$ cat config.mk
export PLATFORM = sky130hd
export DESIGN_NAME = differential_pd_motor_drive_core
export DESIGN_NICKNAME = d
export VERILOG_FILES = /design/src/rtl/dpmd_pkg.sv /design/src/rtl/differential_pd_motor_drive_core.sv /design/src/rtl/dpmd_csr.sv /design/src/rtl/dpmd_pd_term.sv /design/src/rtl/dpmd_drive_out.sv
export SDC_FILE = /design/constraint.sdc
export NUM_CORES = 1
export LEC_CHECK = 0
export BUFFER_PORTS_ARGS = -buffer_cell sky130_fd_sc_hd__buf_2
export CAP_MARGIN = 20
export CORE_MARGIN = 4
export CORE_UTILIZATION = 45
export DETAILED_ROUTE_END_ITERATION = 10
export GPL_TIMING_DRIVEN = 0
export SLEW_MARGIN = 20
export SYNTH_ARGS = -nofsm -noshare
export SYNTH_HDL_FRONTEND = slang
export SYNTH_HIERARCHICAL = 1
export SYNTH_SLANG_ARGS = --single-unit
export TNS_END_PERCENT = 1
$ cat constraint.sdc
create_clock -name clock -period 11.7 [get_ports clock]
set_clock_uncertainty 0.15 [all_clocks]
set_input_delay 1.17 -clock clock [delete_from_list [all_inputs] [get_ports clock]]
set_output_delay 1.17 -clock clock [all_outputs]
set_load 0.005 [all_outputs]
$ cat src/rtl/dpmd_pkg.sv
package dpmd_pkg;

   localparam int ERR_W   = 16;
   localparam int DIFF_W  = ERR_W + 1;
   localparam int GAIN_W  = 10;
   localparam int LEVEL_W = 14;
   localparam int CMD_W   = 15;
   localparam int DUTY_W  = 14;

   // product and sum widths: unsigned gains carry an extra sign bit
   localparam int P_W    = GAIN_W + 1 + ERR_W;
   localparam int D_W    = GAIN_W + 1 + DIFF_W;
   localparam int TERM_W = D_W + 1;
   localparam int SUM_W  = TERM_W + 1;

   localparam int COMMAND_LIMIT = 10000;

   localparam int CSR_IDX_W  = 3;
   localparam int CSR_DATA_W = 14;

   localparam logic [CSR_IDX_W-1:0] REG_PROPORTIONAL_GAIN = 3'd0;
   localparam logic [CSR_IDX_W-1:0] REG_DERIVATIVE_GAIN   = 3'd1;
   localparam logic [CSR_IDX_W-1:0] REG_BASE_DRIVE        = 3'd2;
   localparam logic [CSR_IDX_W-1:0] REG_FORWARD_LIMIT     = 3'd3;
   localparam logic [CSR_IDX_W-1:0] REG_REVERSE_LIMIT     = 3'd4;

   localparam logic [LEVEL_W-1:0] LIMIT_RESET = 14'd10000;

   typedef struct packed {
      logic [GAIN_W-1:0]  proportional_gain;
      logic [GAIN_W-1:0]  derivative_gain;
      logic [LEVEL_W-1:0] base_drive;
      logic [LEVEL_W-1:0] forward_limit;
      logic [LEVEL_W-1:0] reverse_limit;
   } cfg_type;

   typedef struct packed {
      logic [DUTY_W-1:0] fwd;
      logic [DUTY_W-1:0] rev;
   } duty_type;

endpackage

$ cat src/rtl/differential_pd_motor_drive_core.sv
// PD steering controller for a two-wheel differential drive.
// Request channel (req_valid/req_ready, req_steer_error): one signed steering
// error per control period. Response channel (rsp_valid/rsp_ready): both
// saturated wheel commands and the forward/reverse PWM duties of each wheel.
// Configuration (csr_write_en/csr_index/csr_wdata): gains, base drive and the
// duty limits; change them only while no request is in flight.
// Pipeline: input register (error and error difference), PD term register
// (the two gain multiplies), response register (base add, saturation, duty
// split), in that order. One request is taken every cycle until a receiver
// stall fills all three; the multiply stage sets the cycle time.
// The previous error updates when a request is taken.
// Reset clears the pipeline, the previous error, the gains and the base
// drive, and sets both duty limits to 10000.
// When the receiver stalls, the pipeline fills behind the response register
// and req_ready drops once all three stages hold a request.
module differential_pd_motor_drive_core (
   input  logic                                   clock,
   input  logic                                   reset,
   input  logic                                   req_valid,
   output logic                                   req_ready,
   input  logic signed [dpmd_pkg::ERR_W-1:0]      req_steer_error,
   output logic                                   rsp_valid,
   input  logic                                   rsp_ready,
   output logic signed [dpmd_pkg::CMD_W-1:0]      rsp_left_command,
   output logic signed [dpmd_pkg::CMD_W-1:0]      rsp_right_command,
   output logic [dpmd_pkg::DUTY_W-1:0]            rsp_left_forward_duty,
   output logic [dpmd_pkg::DUTY_W-1:0]            rsp_left_reverse_duty,
   output logic [dpmd_pkg::DUTY_W-1:0]            rsp_right_forward_duty,
   output logic [dpmd_pkg::DUTY_W-1:0]            rsp_right_reverse_duty,
   input  logic                                   csr_write_en,
   input  logic [dpmd_pkg::CSR_IDX_W-1:0]         csr_index,
   input  logic [dpmd_pkg::CSR_DATA_W-1:0]        csr_wdata
);
   import dpmd_pkg::*;

   cfg_type                   cfg;
   logic                      term_valid, term_ready;
   logic signed [TERM_W-1:0]  term;

   dpmd_csr u_csr (
      .clock        (clock),
      .reset        (reset),
      .csr_write_en (csr_write_en),
      .csr_index    (csr_index),
      .csr_wdata    (csr_wdata),
      .cfg          (cfg)
   );

   dpmd_pd_term u_pd_term (
      .clock           (clock),
      .reset           (reset),
      .cfg             (cfg),
      .req_valid       (req_valid),
      .req_ready       (req_ready),
      .req_steer_error (req_steer_error),
      .term_valid      (term_valid),
      .term_ready      (term_ready),
      .term            (term)
   );

   dpmd_drive_out u_drive_out (
      .clock                  (clock),
      .reset                  (reset),
      .cfg                    (cfg),
      .term_valid             (term_valid),
      .term_ready             (term_ready),
      .term                   (term),
      .rsp_valid              (rsp_valid),
      .rsp_ready              (rsp_ready),
      .rsp_left_command       (rsp_left_command),
      .rsp_right_command      (rsp_right_command),
      .rsp_left_forward_duty  (rsp_left_forward_duty),
      .rsp_left_reverse_duty  (rsp_left_reverse_duty),
      .rsp_right_forward_duty (rsp_right_forward_duty),
      .rsp_right_reverse_duty (rsp_right_reverse_duty)
   );

endmodule

$ cat src/rtl/dpmd_csr.sv
module dpmd_csr (
   input  logic                               clock,
   input  logic                               reset,
   input  logic                               csr_write_en,
   input  logic [dpmd_pkg::CSR_IDX_W-1:0]     csr_index,
   input  logic [dpmd_pkg::CSR_DATA_W-1:0]    csr_wdata,
   output dpmd_pkg::cfg_type                  cfg
);
   import dpmd_pkg::*;

   cfg_type cfg_ff, cfg_in;

   always_comb begin
      cfg_in = cfg_ff;
      if (csr_write_en) begin
         case (csr_index)
            REG_PROPORTIONAL_GAIN: cfg_in.proportional_gain = csr_wdata[GAIN_W-1:0];
            REG_DERIVATIVE_GAIN:   cfg_in.derivative_gain   = csr_wdata[GAIN_W-1:0];
            REG_BASE_DRIVE:        cfg_in.base_drive        = csr_wdata[LEVEL_W-1:0];
            REG_FORWARD_LIMIT:     cfg_in.forward_limit     = csr_wdata[LEVEL_W-1:0];
            REG_REVERSE_LIMIT:     cfg_in.reverse_limit     = csr_wdata[LEVEL_W-1:0];
            default: ;
         endcase
      end
   end

   always_ff @(posedge clock) begin
      if (reset) begin
         cfg_ff.proportional_gain <= '0;
         cfg_ff.derivative_gain   <= '0;
         cfg_ff.base_drive        <= '0;
         cfg_ff.forward_limit     <= LIMIT_RESET;
         cfg_ff.reverse_limit     <= LIMIT_RESET;
      end else begin
         cfg_ff <= cfg_in;
      end
   end

   assign cfg = cfg_ff;

endmodule

$ cat src/rtl/dpmd_pd_term.sv
module dpmd_pd_term (
   input  logic                                   clock,
   input  logic                                   reset,
   input  dpmd_pkg::cfg_type                      cfg,
   input  logic                                   req_valid,
   output logic                                   req_ready,
   input  logic signed [dpmd_pkg::ERR_W-1:0]      req_steer_error,
   output logic                                   term_valid,
   input  logic                                   term_ready,
   output logic signed [dpmd_pkg::TERM_W-1:0]     term
);
   import dpmd_pkg::*;

   logic                      s1_valid_ff, s1_valid_in;
   logic signed [ERR_W-1:0]   err_ff, err_in;
   logic signed [DIFF_W-1:0]  diff_ff, diff_in;
   logic signed [ERR_W-1:0]   prev_err_ff, prev_err_in;
   logic                      term_valid_ff, term_valid_in;
   logic signed [TERM_W-1:0]  term_ff, term_in;

   logic                      s1_ready, s2_ready, take;
   logic signed [GAIN_W:0]    kp_s, kd_s;
   logic signed [P_W-1:0]     p_prod;
   logic signed [D_W-1:0]     d_prod;

   assign s2_ready  = !term_valid_ff || term_ready;
   assign s1_ready  = !s1_valid_ff || s2_ready;
   assign req_ready = s1_ready;
   assign take      = req_valid && s1_ready;

   assign kp_s   = $signed({1'b0, cfg.proportional_gain});
   assign kd_s   = $signed({1'b0, cfg.derivative_gain});
   assign p_prod = P_W'(kp_s) * P_W'(err_ff);
   assign d_prod = D_W'(kd_s) * D_W'(diff_ff);

   always_comb begin
      s1_valid_in   = s1_ready ? req_valid : s1_valid_ff;
      err_in        = take ? req_steer_error : err_ff;
      diff_in       = take ? (DIFF_W'(req_steer_error) - DIFF_W'(prev_err_ff)) : diff_ff;
      // the error is remembered as soon as the request is taken
      prev_err_in   = take ? req_steer_error : prev_err_ff;
      term_valid_in = s2_ready ? s1_valid_ff : term_valid_ff;
      term_in       = (s1_valid_ff && s2_ready) ? (TERM_W'(p_prod) + TERM_W'(d_prod))
                                                : term_ff;
   end

   always_ff @(posedge clock) begin
      if (reset) begin
         s1_valid_ff   <= 1'b0;
         term_valid_ff <= 1'b0;
         prev_err_ff   <= '0;
      end else begin
         s1_valid_ff   <= s1_valid_in;
         term_valid_ff <= term_valid_in;
         prev_err_ff   <= prev_err_in;
      end
   end

   always_ff @(posedge clock) begin
      err_ff  <= err_in;
      diff_ff <= diff_in;
      term_ff <= term_in;
   end

   assign term_valid = term_valid_ff;
   assign term       = term_ff;

endmodule

$ cat src/rtl/dpmd_drive_out.sv
module dpmd_drive_out (
   input  logic                                   clock,
   input  logic                                   reset,
   input  dpmd_pkg::cfg_type                      cfg,
   input  logic                                   term_valid,
   output logic                                   term_ready,
   input  logic signed [dpmd_pkg::TERM_W-1:0]     term,
   output logic                                   rsp_valid,
   input  logic                                   rsp_ready,
   output logic signed [dpmd_pkg::CMD_W-1:0]      rsp_left_command,
   output logic signed [dpmd_pkg::CMD_W-1:0]      rsp_right_command,
   output logic [dpmd_pkg::DUTY_W-1:0]            rsp_left_forward_duty,
   output logic [dpmd_pkg::DUTY_W-1:0]            rsp_left_reverse_duty,
   output logic [dpmd_pkg::DUTY_W-1:0]            rsp_right_forward_duty,
   output logic [dpmd_pkg::DUTY_W-1:0]            rsp_right_reverse_duty
);
   import dpmd_pkg::*;

   localparam logic signed [SUM_W-1:0] CMD_MAX = SUM_W'(COMMAND_LIMIT);
   localparam logic signed [SUM_W-1:0] CMD_MIN = -CMD_MAX;

   function automatic logic signed [SUM_W-1:0] saturate(input logic signed [SUM_W-1:0] v);
      logic signed [SUM_W-1:0] r;
      r = v;
      if (v > CMD_MAX) r = CMD_MAX;
      if (v < CMD_MIN) r = CMD_MIN;
      return r;
   endfunction

   // zero command takes the forward side, so both duties come out zero
   function automatic duty_type split(input logic signed [SUM_W-1:0] cmd,
                                      input logic [LEVEL_W-1:0] fwd_lim,
                                      input logic [LEVEL_W-1:0] rev_lim);
      logic signed [SUM_W-1:0] mag;
      logic signed [SUM_W-1:0] lim;
      duty_type r;
      r = '0;
      if (cmd < 0) begin
         mag = -cmd;
         lim = $signed({{(SUM_W-LEVEL_W){1'b0}}, rev_lim});
         if (mag > lim) mag = lim;
         r.rev = mag[DUTY_W-1:0];
      end else begin
         mag = cmd;
         lim = $signed({{(SUM_W-LEVEL_W){1'b0}}, fwd_lim});
         if (mag > lim) mag = lim;
         r.fwd = mag[DUTY_W-1:0];
      end
      return r;
   endfunction

   logic                      valid_ff, valid_in;
   logic signed [CMD_W-1:0]   left_cmd_ff, left_cmd_in;
   logic signed [CMD_W-1:0]   right_cmd_ff, right_cmd_in;
   duty_type                  left_duty_ff, left_duty_in;
   duty_type                  right_duty_ff, right_duty_in;

   logic                      load;
   logic signed [SUM_W-1:0]   base_s, term_s, left_sat, right_sat;

   assign term_ready = !valid_ff || rsp_ready;
   assign load       = term_valid && term_ready;

   assign base_s    = $signed({{(SUM_W-LEVEL_W){1'b0}}, cfg.base_drive});
   assign term_s    = SUM_W'(term);
   assign left_sat  = saturate(base_s + term_s);
   assign right_sat = saturate(base_s - term_s);

   always_comb begin
      valid_in      = term_ready ? term_valid : valid_ff;
      left_cmd_in   = load ? left_sat[CMD_W-1:0] : left_cmd_ff;
      right_cmd_in  = load ? right_sat[CMD_W-1:0] : right_cmd_ff;
      left_duty_in  = load ? split(left_sat, cfg.forward_limit, cfg.reverse_limit)
                           : left_duty_ff;
      right_duty_in = load ? split(right_sat, cfg.forward_limit, cfg.reverse_limit)
                           : right_duty_ff;
   end

   always_ff @(posedge clock) begin
      if (reset) begin
         valid_ff <= 1'b0;
      end else begin
         valid_ff <= valid_in;
      end
   end

   always_ff @(posedge clock) begin
      left_cmd_ff   <= left_cmd_in;
      right_cmd_ff  <= right_cmd_in;
      left_duty_ff  <= left_duty_in;
      right_duty_ff <= right_duty_in;
   end

   assign rsp_valid              = valid_ff;
   assign rsp_left_command       = left_cmd_ff;
   assign rsp_right_command      = right_cmd_ff;
   assign rsp_left_forward_duty  = left_duty_ff.fwd;
   assign rsp_left_reverse_duty  = left_duty_ff.rev;
   assign rsp_right_forward_duty = right_duty_ff.fwd;
   assign rsp_right_reverse_duty = right_duty_ff.rev;

endmodule

# Word-level counts from Yosys, hierarchy flattened
# Index checks and enable logic that the tools add are counted.
# Widths: inputs -> output; s select.
dict set report word_totals {
  wordCells 63
  ff_bits 229
  out_inout_bits 88
}
dict set report classes {
  add_sub_neg 6
  reduce_logical 15
  n_lt_le_gt_ge 10
  muxes 8
  eq_ne 4
  multipliers 2
}
# cell count
set op_table {}
lappend op_table {{$gt 30x15->1} 4}
lappend op_table {{$mux 30} 4}
lappend op_table {{$gt 30x15->1 const B} 2}
lappend op_table {{$lt 30x1->1 const B} 2}
lappend op_table {{$lt 30x15->1 const B} 2}
lappend op_table {{$neg 30->30} 2}
lappend op_table {{$mux 14} 4}
lappend op_table {{$add 15x29->30} 1}
lappend op_table {{$sub 15x29->30} 1}
lappend op_table {{$add 27x28->29} 1}
lappend op_table {{$mul 11x17->28} 1}
lappend op_table {{$mul 11x16->27} 1}
lappend op_table {{$sub 16x16->17} 1}
lappend op_table {{$reduce_and 2->1} 5}
lappend op_table {{$eq 3x2->1 const B} 2}
lappend op_table {{$eq 3x1->1 const B} 1}
lappend op_table {{$eq 3x3->1 const B} 1}
lappend op_table {{$logic_and 1x1->1} 3}
lappend op_table {{$logic_not 1->1} 3}
lappend op_table {{$logic_not 3->1} 1}
lappend op_table {{$logic_or 1x1->1} 3}

# Longest topological paths before layout
dict set report logic_depth {
  word_depth 7
  mapped_depth 30
  ltp_nobuf 29
}

# By module
# The synthesis kept the hierarchy.
# mod n_inst seq_area_each_um2 cells_per_inst area_per_inst_um2
set by_module_without_submodules {}
lappend by_module_without_submodules {dpmd_pd_term 1 2222.1 1644 15743.8}
lappend by_module_without_submodules {dpmd_drive_out 1 2602.5 974 8753.4}
lappend by_module_without_submodules {dpmd_csr 1 1241.2 228 2484.9}

# Worst setup path after synthesis
# OpenSTA, ideal clock, no wires.
dict set report synth_path {
  path_kind {register -> register}
  start {register u_csr.cfg_ff, in the netlist u_csr/cfg[49]}
  end {register u_pd_term.term_ff[27] (netlist: u_pd_term/term[27]) (data pin)}
  period_less_slack_ns 7.003
  t_required_ns 11.291
  t_arrival_ns 6.594
  setup_slack_ns 4.697
  path_stages_with_launch 23
  path_cell_list {dfxtp_1 > clkbuf_1 > clkbuf_1 > nand2_1 > fa_1 > inv_1 > fa_1 > fa_1 > fa_1 > fa_1 > fa_1 > inv_1 > fa_1 > inv_1 > ha_1 > nand3_1 > a2111oi_4 > o31ai_2 > a31oi_4 > a31o_4 > a21oi_1 > o311a_1 > a211o_1}
}
dict set report synth_between {
  elab_chain_len 2
}
# element line_no
set synth_rtl {}
lappend synth_rtl {{from (decl)} dpmd_csr.sv:11} ;# cfg_type cfg_ff, cfg_in;
lappend synth_rtl {{from (signal assigned)} dpmd_csr.sv:35} ;# cfg_ff <= cfg_in;
lappend synth_rtl {{$mul 11x17->28} dpmd_pd_term.sv:34} ;# assign d_prod = D_W'(kd_s) * D_W'(diff_ff);
lappend synth_rtl {{$add 27x28->29} dpmd_pd_term.sv:43} ;# term_in = (s1_valid_ff && s2_ready) ? (TERM_W'(p_prod) + TERM_W'(d_prod))
lappend synth_rtl {{to (signal assigned)} dpmd_pd_term.sv:62} ;# term_ff <= term_in;
lappend synth_rtl {{to (decl)} dpmd_pd_term.sv:19} ;# logic signed [TERM_W-1:0] term_ff, term_in;
# No other way between the ends.
# A chain may end at the register's enable or synchronous reset.

# Worst setup path in the final report
dict set report layout_path {
  start {register u_pd_term.term_ff[0] (netlist: u_pd_term/term[0])}
  end {register u_drive_out.right_duty_ff, in the netlist u_drive_out/rsp_right_reverse_duty[11] (data pin)}
}
dict set report layout_between {
  elab_chain_len 7
  elab_cells_between_ends 9
}
# element line_no
set layout_rtl {}
lappend layout_rtl {{$sub 15x29->30 (*)} dpmd_drive_out.sv:67} ;# assign right_sat = saturate(base_s - term_s);
lappend layout_rtl {{$gt 30x15->1} dpmd_drive_out.sv:25} ;# if (v > CMD_MAX) r = CMD_MAX;
lappend layout_rtl {{$mux 30} dpmd_drive_out.sv:25}
lappend layout_rtl {{$mux 30 (*)} dpmd_drive_out.sv:26} ;# if (v < CMD_MIN) r = CMD_MIN;
lappend layout_rtl {{named net u_drive_out.right_sat[0]} dpmd_drive_out.sv:59} ;# logic signed [SUM_W-1:0] base_s, term_s, left_sat, right_sat;
lappend layout_rtl {{$neg 30->30} dpmd_drive_out.sv:39} ;# mag = -cmd;
lappend layout_rtl {{$gt 30x15->1} dpmd_drive_out.sv:41} ;# if (mag > lim) mag = lim;
lappend layout_rtl {{$mux 14} dpmd_drive_out.sv:41}
lappend layout_rtl {{to (signal assigned)} dpmd_drive_out.sv:91} ;# right_duty_ff <= right_duty_in;
lappend layout_rtl {{to (decl)} dpmd_drive_out.sv:56} ;# duty_type right_duty_ff, right_duty_in;
# The timed path passes the listed nets; every way through them passes the cells marked *.

==> summary.md <==
| Metric | Value |
|---|---|
| Largest family of logic cells by synthesized area | adder cells |
| Post-synthesis mux area share | 3.54% |
| RSZ-0062 raised after global routing | no |
| Post-Synth Simple-Gate Area | 16.7% |
| Critical Path Sink Type | flip-flop |
| Met3 track demand over resource | 2.17% |
| CP max stage delay | 870 ps |
| Port buffer count | 125 |
| Largest vdd supply drop | 0.000115 V |
| Clk_lat worst skew | 570 ps |
| Gr usage total | 23.6% |
| Nets | 3597 |
| Die width | 253 um |
| Largest net degree at the start of global routing | 63 |
| Post-placement cell area | 28700 um2 |
| Post-synthesis cell count | 2846 |
| Gpl congestion | 0.936 |
| TritonCTS clock tree | yes |
| Grt ovf | 0 |
| Library cells used by synthesis | 110 |
| Antenna violations before repair | 0 |
| Vias | 20200 |
| Post-synthesis compound-gate area fraction | 9.72% |
| Post CTS Setup Buffer Count | 0 |
| Sequential area share after synthesis | 22.5% |
| Pwr dens | 87.5 nW/um2 |
| Placed Cells | 3747 |
| Final TNS setup | 0 ps |
| DRC violations left | 0 |
| WS Path Type | flip-flop to flip-flop |
| Post-synth EDFFs | 148 |
| DRT iter0 DRCs | 1107 |
| Net Count, Synth | 3440 |
| Synth-to-layout area growth | 9.39% |
| Num CTS Buffers | 27 |
| Final wirelength | 75.1 mm |
| Period utilization | 70.2% |
| Adder-cell share of the synthesized area | 35.4% |
| Critical path data required time | 11880 ps |
| Antenna Nets Post-Route | 0 |
| Routing usage on met1 | 29.3% |
| Slew @ Worst Pin | 1090 ps |
| Syn Std Cell Area | 27000 um2 |
| Hold Buf Count CTS | 0 |
| Row count | 89 |
| Final setup vio count | 0 |
| DR vias/cell | 5.33 |
| Initial Utilization | 45.5% |
| CTS root buf | clkbuf_16 |
| Die area | 63900 um2 |
| Min Clock Period, post-route | 8210 ps |
| Clock-pin slew on the worst setup and hold paths | 60 ps |
| # H-tree levels | 1 |
| Status | completed |
| CTS Sinks | 229 |
| Syn_area_per_cell | 9.48 um2 |
| Async SR Flop Fraction | 0% |
| Hold Crit Class | flip-flop to flip-flop |
| Final Hold Viols | 0 |
| Post_cts resized | 0 |
| Worst Path Max Fanout | 10 |
| Ports | 126 |
| Synth Area in XOR/XNOR | 3.25% |
| Slew Viols, Final | 0 |
| Worst Path Arrival | 8390 ps |
| Static leakage | 13.7 nW |
| Relative slew slack | 26.6% |
| Most common cell after layout, fill and taps aside | inv_1 |
| Die Height | 253 um |
| CP startpoint kind | flip-flop |
| Slowest CP cell | xnor2_1 |
| Synth warnings | 6 |
| GRT Max-Usage Layer | met2 |
| Detailed Place HPWL | 63.5 mm |
| ANT cells | 0 |
| Design area | 29500 um2 |
| Max cap viols | 0 |
| Vias in the first global route | 21500 |
| Commonest non-fill, non-tap cells in the layout | 508 x inv_1, 344 x fa_1, 295 x nand2_1, 212 x ha_1, 158 x and2_1 |
| Register bit total from synthesis | 229 |
| Drt first pass iters | 5 |
| First-pass GRT wire length | 119 mm |
| Clock Tree Buf Depth | 3 |
| FMAX | 0.122 GHz |
| Main synth FF type | edfxtp_1 |
| Most used cell, CP | o21a_1 |
| Global-route track usage on met2 | 42.9% |
| Drt wl/cell | 19.8 um |
| Core Box Area | 59200 um2 |
| Layout Cells excl Fill | 3797 |
| # fillers | 5636 |
| Share of layout cells above drive strength 1 | 8.90% |
-- stage by stage --
| stage | setup WS, ps | power [mW] | hold WS, ps | utilization, % |
|---|---|---|---|---|
| global route | 3020 | 2.74 | 324 | 49.8 |
| finish | 3490 | 2.58 | 303 | 49.8 |
| detailed placement | 3560 | 1.80 | 298 | 48.4 |
| floorplan | 4700 | 1.55 | 273 | - |
| CTS | 3530 | 2.61 | 306 | 49.8 |
| global placement | 3190 | 1.78 | 291 | 48.2 |
-- per-layer routing --
| metal | vias up | part of all wire, % |
|---|---|---|
| met4 | 0 | 4.4 |
| li1 | 9531 | - |
| met3 | 134 | 4.0 |
| met5 | - | 0 |
| met2 | 524 | 50 |
| met1 | 10100 | 41 |
-- sequential cells by signal, indices dropped and copies added, names as in the netlist --
signal,cells
u_drive_out/rsp_right_reverse_duty,14
u_drive_out/rsp_right_command,15
u_csr/cfg,62
u_pd_term/prev_err_ff,16
u_drive_out/rsp_left_command,15
u_pd_term/diff_ff,17
u_pd_term/term,29
u_pd_term/term_valid,1
u_pd_term/s1_valid_ff,1
u_drive_out/rsp_left_forward_duty,14
u_pd_term/err_ff,16
u_drive_out/rsp_valid,1
u_drive_out/rsp_left_reverse_duty,14
u_drive_out/rsp_right_forward_duty,14
-- path summary, 6_finish.rpt --
path / slack, ps / cells after the start / to / startpoint
setup / recovery: 3490 / 29 / u_drive_out/rsp_right_reverse_duty[11] / u_pd_term/term[0]
hold reg to reg: 300 / 2 / u_pd_term/prev_err_ff[8] / u_pd_term/prev_err_ff[8]
setup reg to reg: 3490 / 29 / u_drive_out/rsp_right_reverse_duty[11] / u_pd_term/term[0]
hold / removal: 300 / 2 / u_pd_term/prev_err_ff[8] / u_pd_term/prev_err_ff[8]
-- layout make-up --
class                      count  area (um2)  area share, %
buffer                       116         517           1.75
clock buffer                  33         728           2.47
sequential                   229        6070           20.6
clock inverter                17         116          0.394
multi-input combinational   1992       18500           62.7
timing repair buffer         128         701           2.37
inverter                     509        1910           6.47
tap                          773         967           3.28
-- cell usage after synthesis (all sizes together) (6+ instances only) --
library cell / number / area, um2
nand3: 26 / 135
and2: 159 / 995
o21a: 28 / 210
fa: 344 / 6890
nor2b: 20 / 125
o21ai: 54 / 289
nor4: 18 / 128
and3: 17 / 106
clkbuf: 88 / 330
nand4: 22 / 150
buf: 28 / 185
or3: 15 / 98.8
a31oi: 14 / 124
a31o: 6 / 61.3
xor2: 38 / 333
a211oi: 18 / 155
a21o: 21 / 165
dfxtp: 81 / 1620
nor2: 145 / 549
o211ai: 19 / 143
o31ai: 14 / 115
a211o: 7 / 61.3
a21oi: 106 / 553
o21bai: 6 / 48.8
nor4b: 6 / 58.8
or2: 8 / 50.1
inv: 508 / 1910
nand2: 296 / 1110
nand2b: 83 / 527
edfxtp: 148 / 4440
xnor2: 62 / 543
ha: 212 / 2650
mux2i: 92 / 921
o2111ai: 7 / 61.3
a21boi: 9 / 75.1
nor3: 34 / 175
-- cell families (layout without fill, tap and decap cells) --
| logic type | count (synthesis) | count (layout) |
|---|---|---|
| buffers and inverters | 625 | 803 |
| AOI/OAI and AO/OA | 362 | 362 |
| muxes | 95 | 95 |
| DFF | 229 | 229 |
| xor gates and xnor gates | 100 | 100 |
| adders and majority gates | 556 | 556 |
| and+or+nand+nor | 879 | 879 |
-- worst max-delay path: cells and delay by family, from the launching register on --
kind,cells,cell delay (ps)
AO/OA/AOI/OAI,15,3310
XOR/XNOR,1,870
adder cells (fa/ha/maj),4,1250
buffers and inverters,4,910
flip-flops,1,380
AND/OR/NAND/NOR,5,1070
-- where the power goes --
| part | internal, mW | switching [mW] | total [mW] |
|---|---|---|---|
| Sequential | 0.922 | 0.0275 | 0.950 |
| Combinational | 0.304 | 0.525 | 0.829 |
| Clock | 0.447 | 0.355 | 0.802 |
Note: power is estimated with default switching activity, not from simulation.
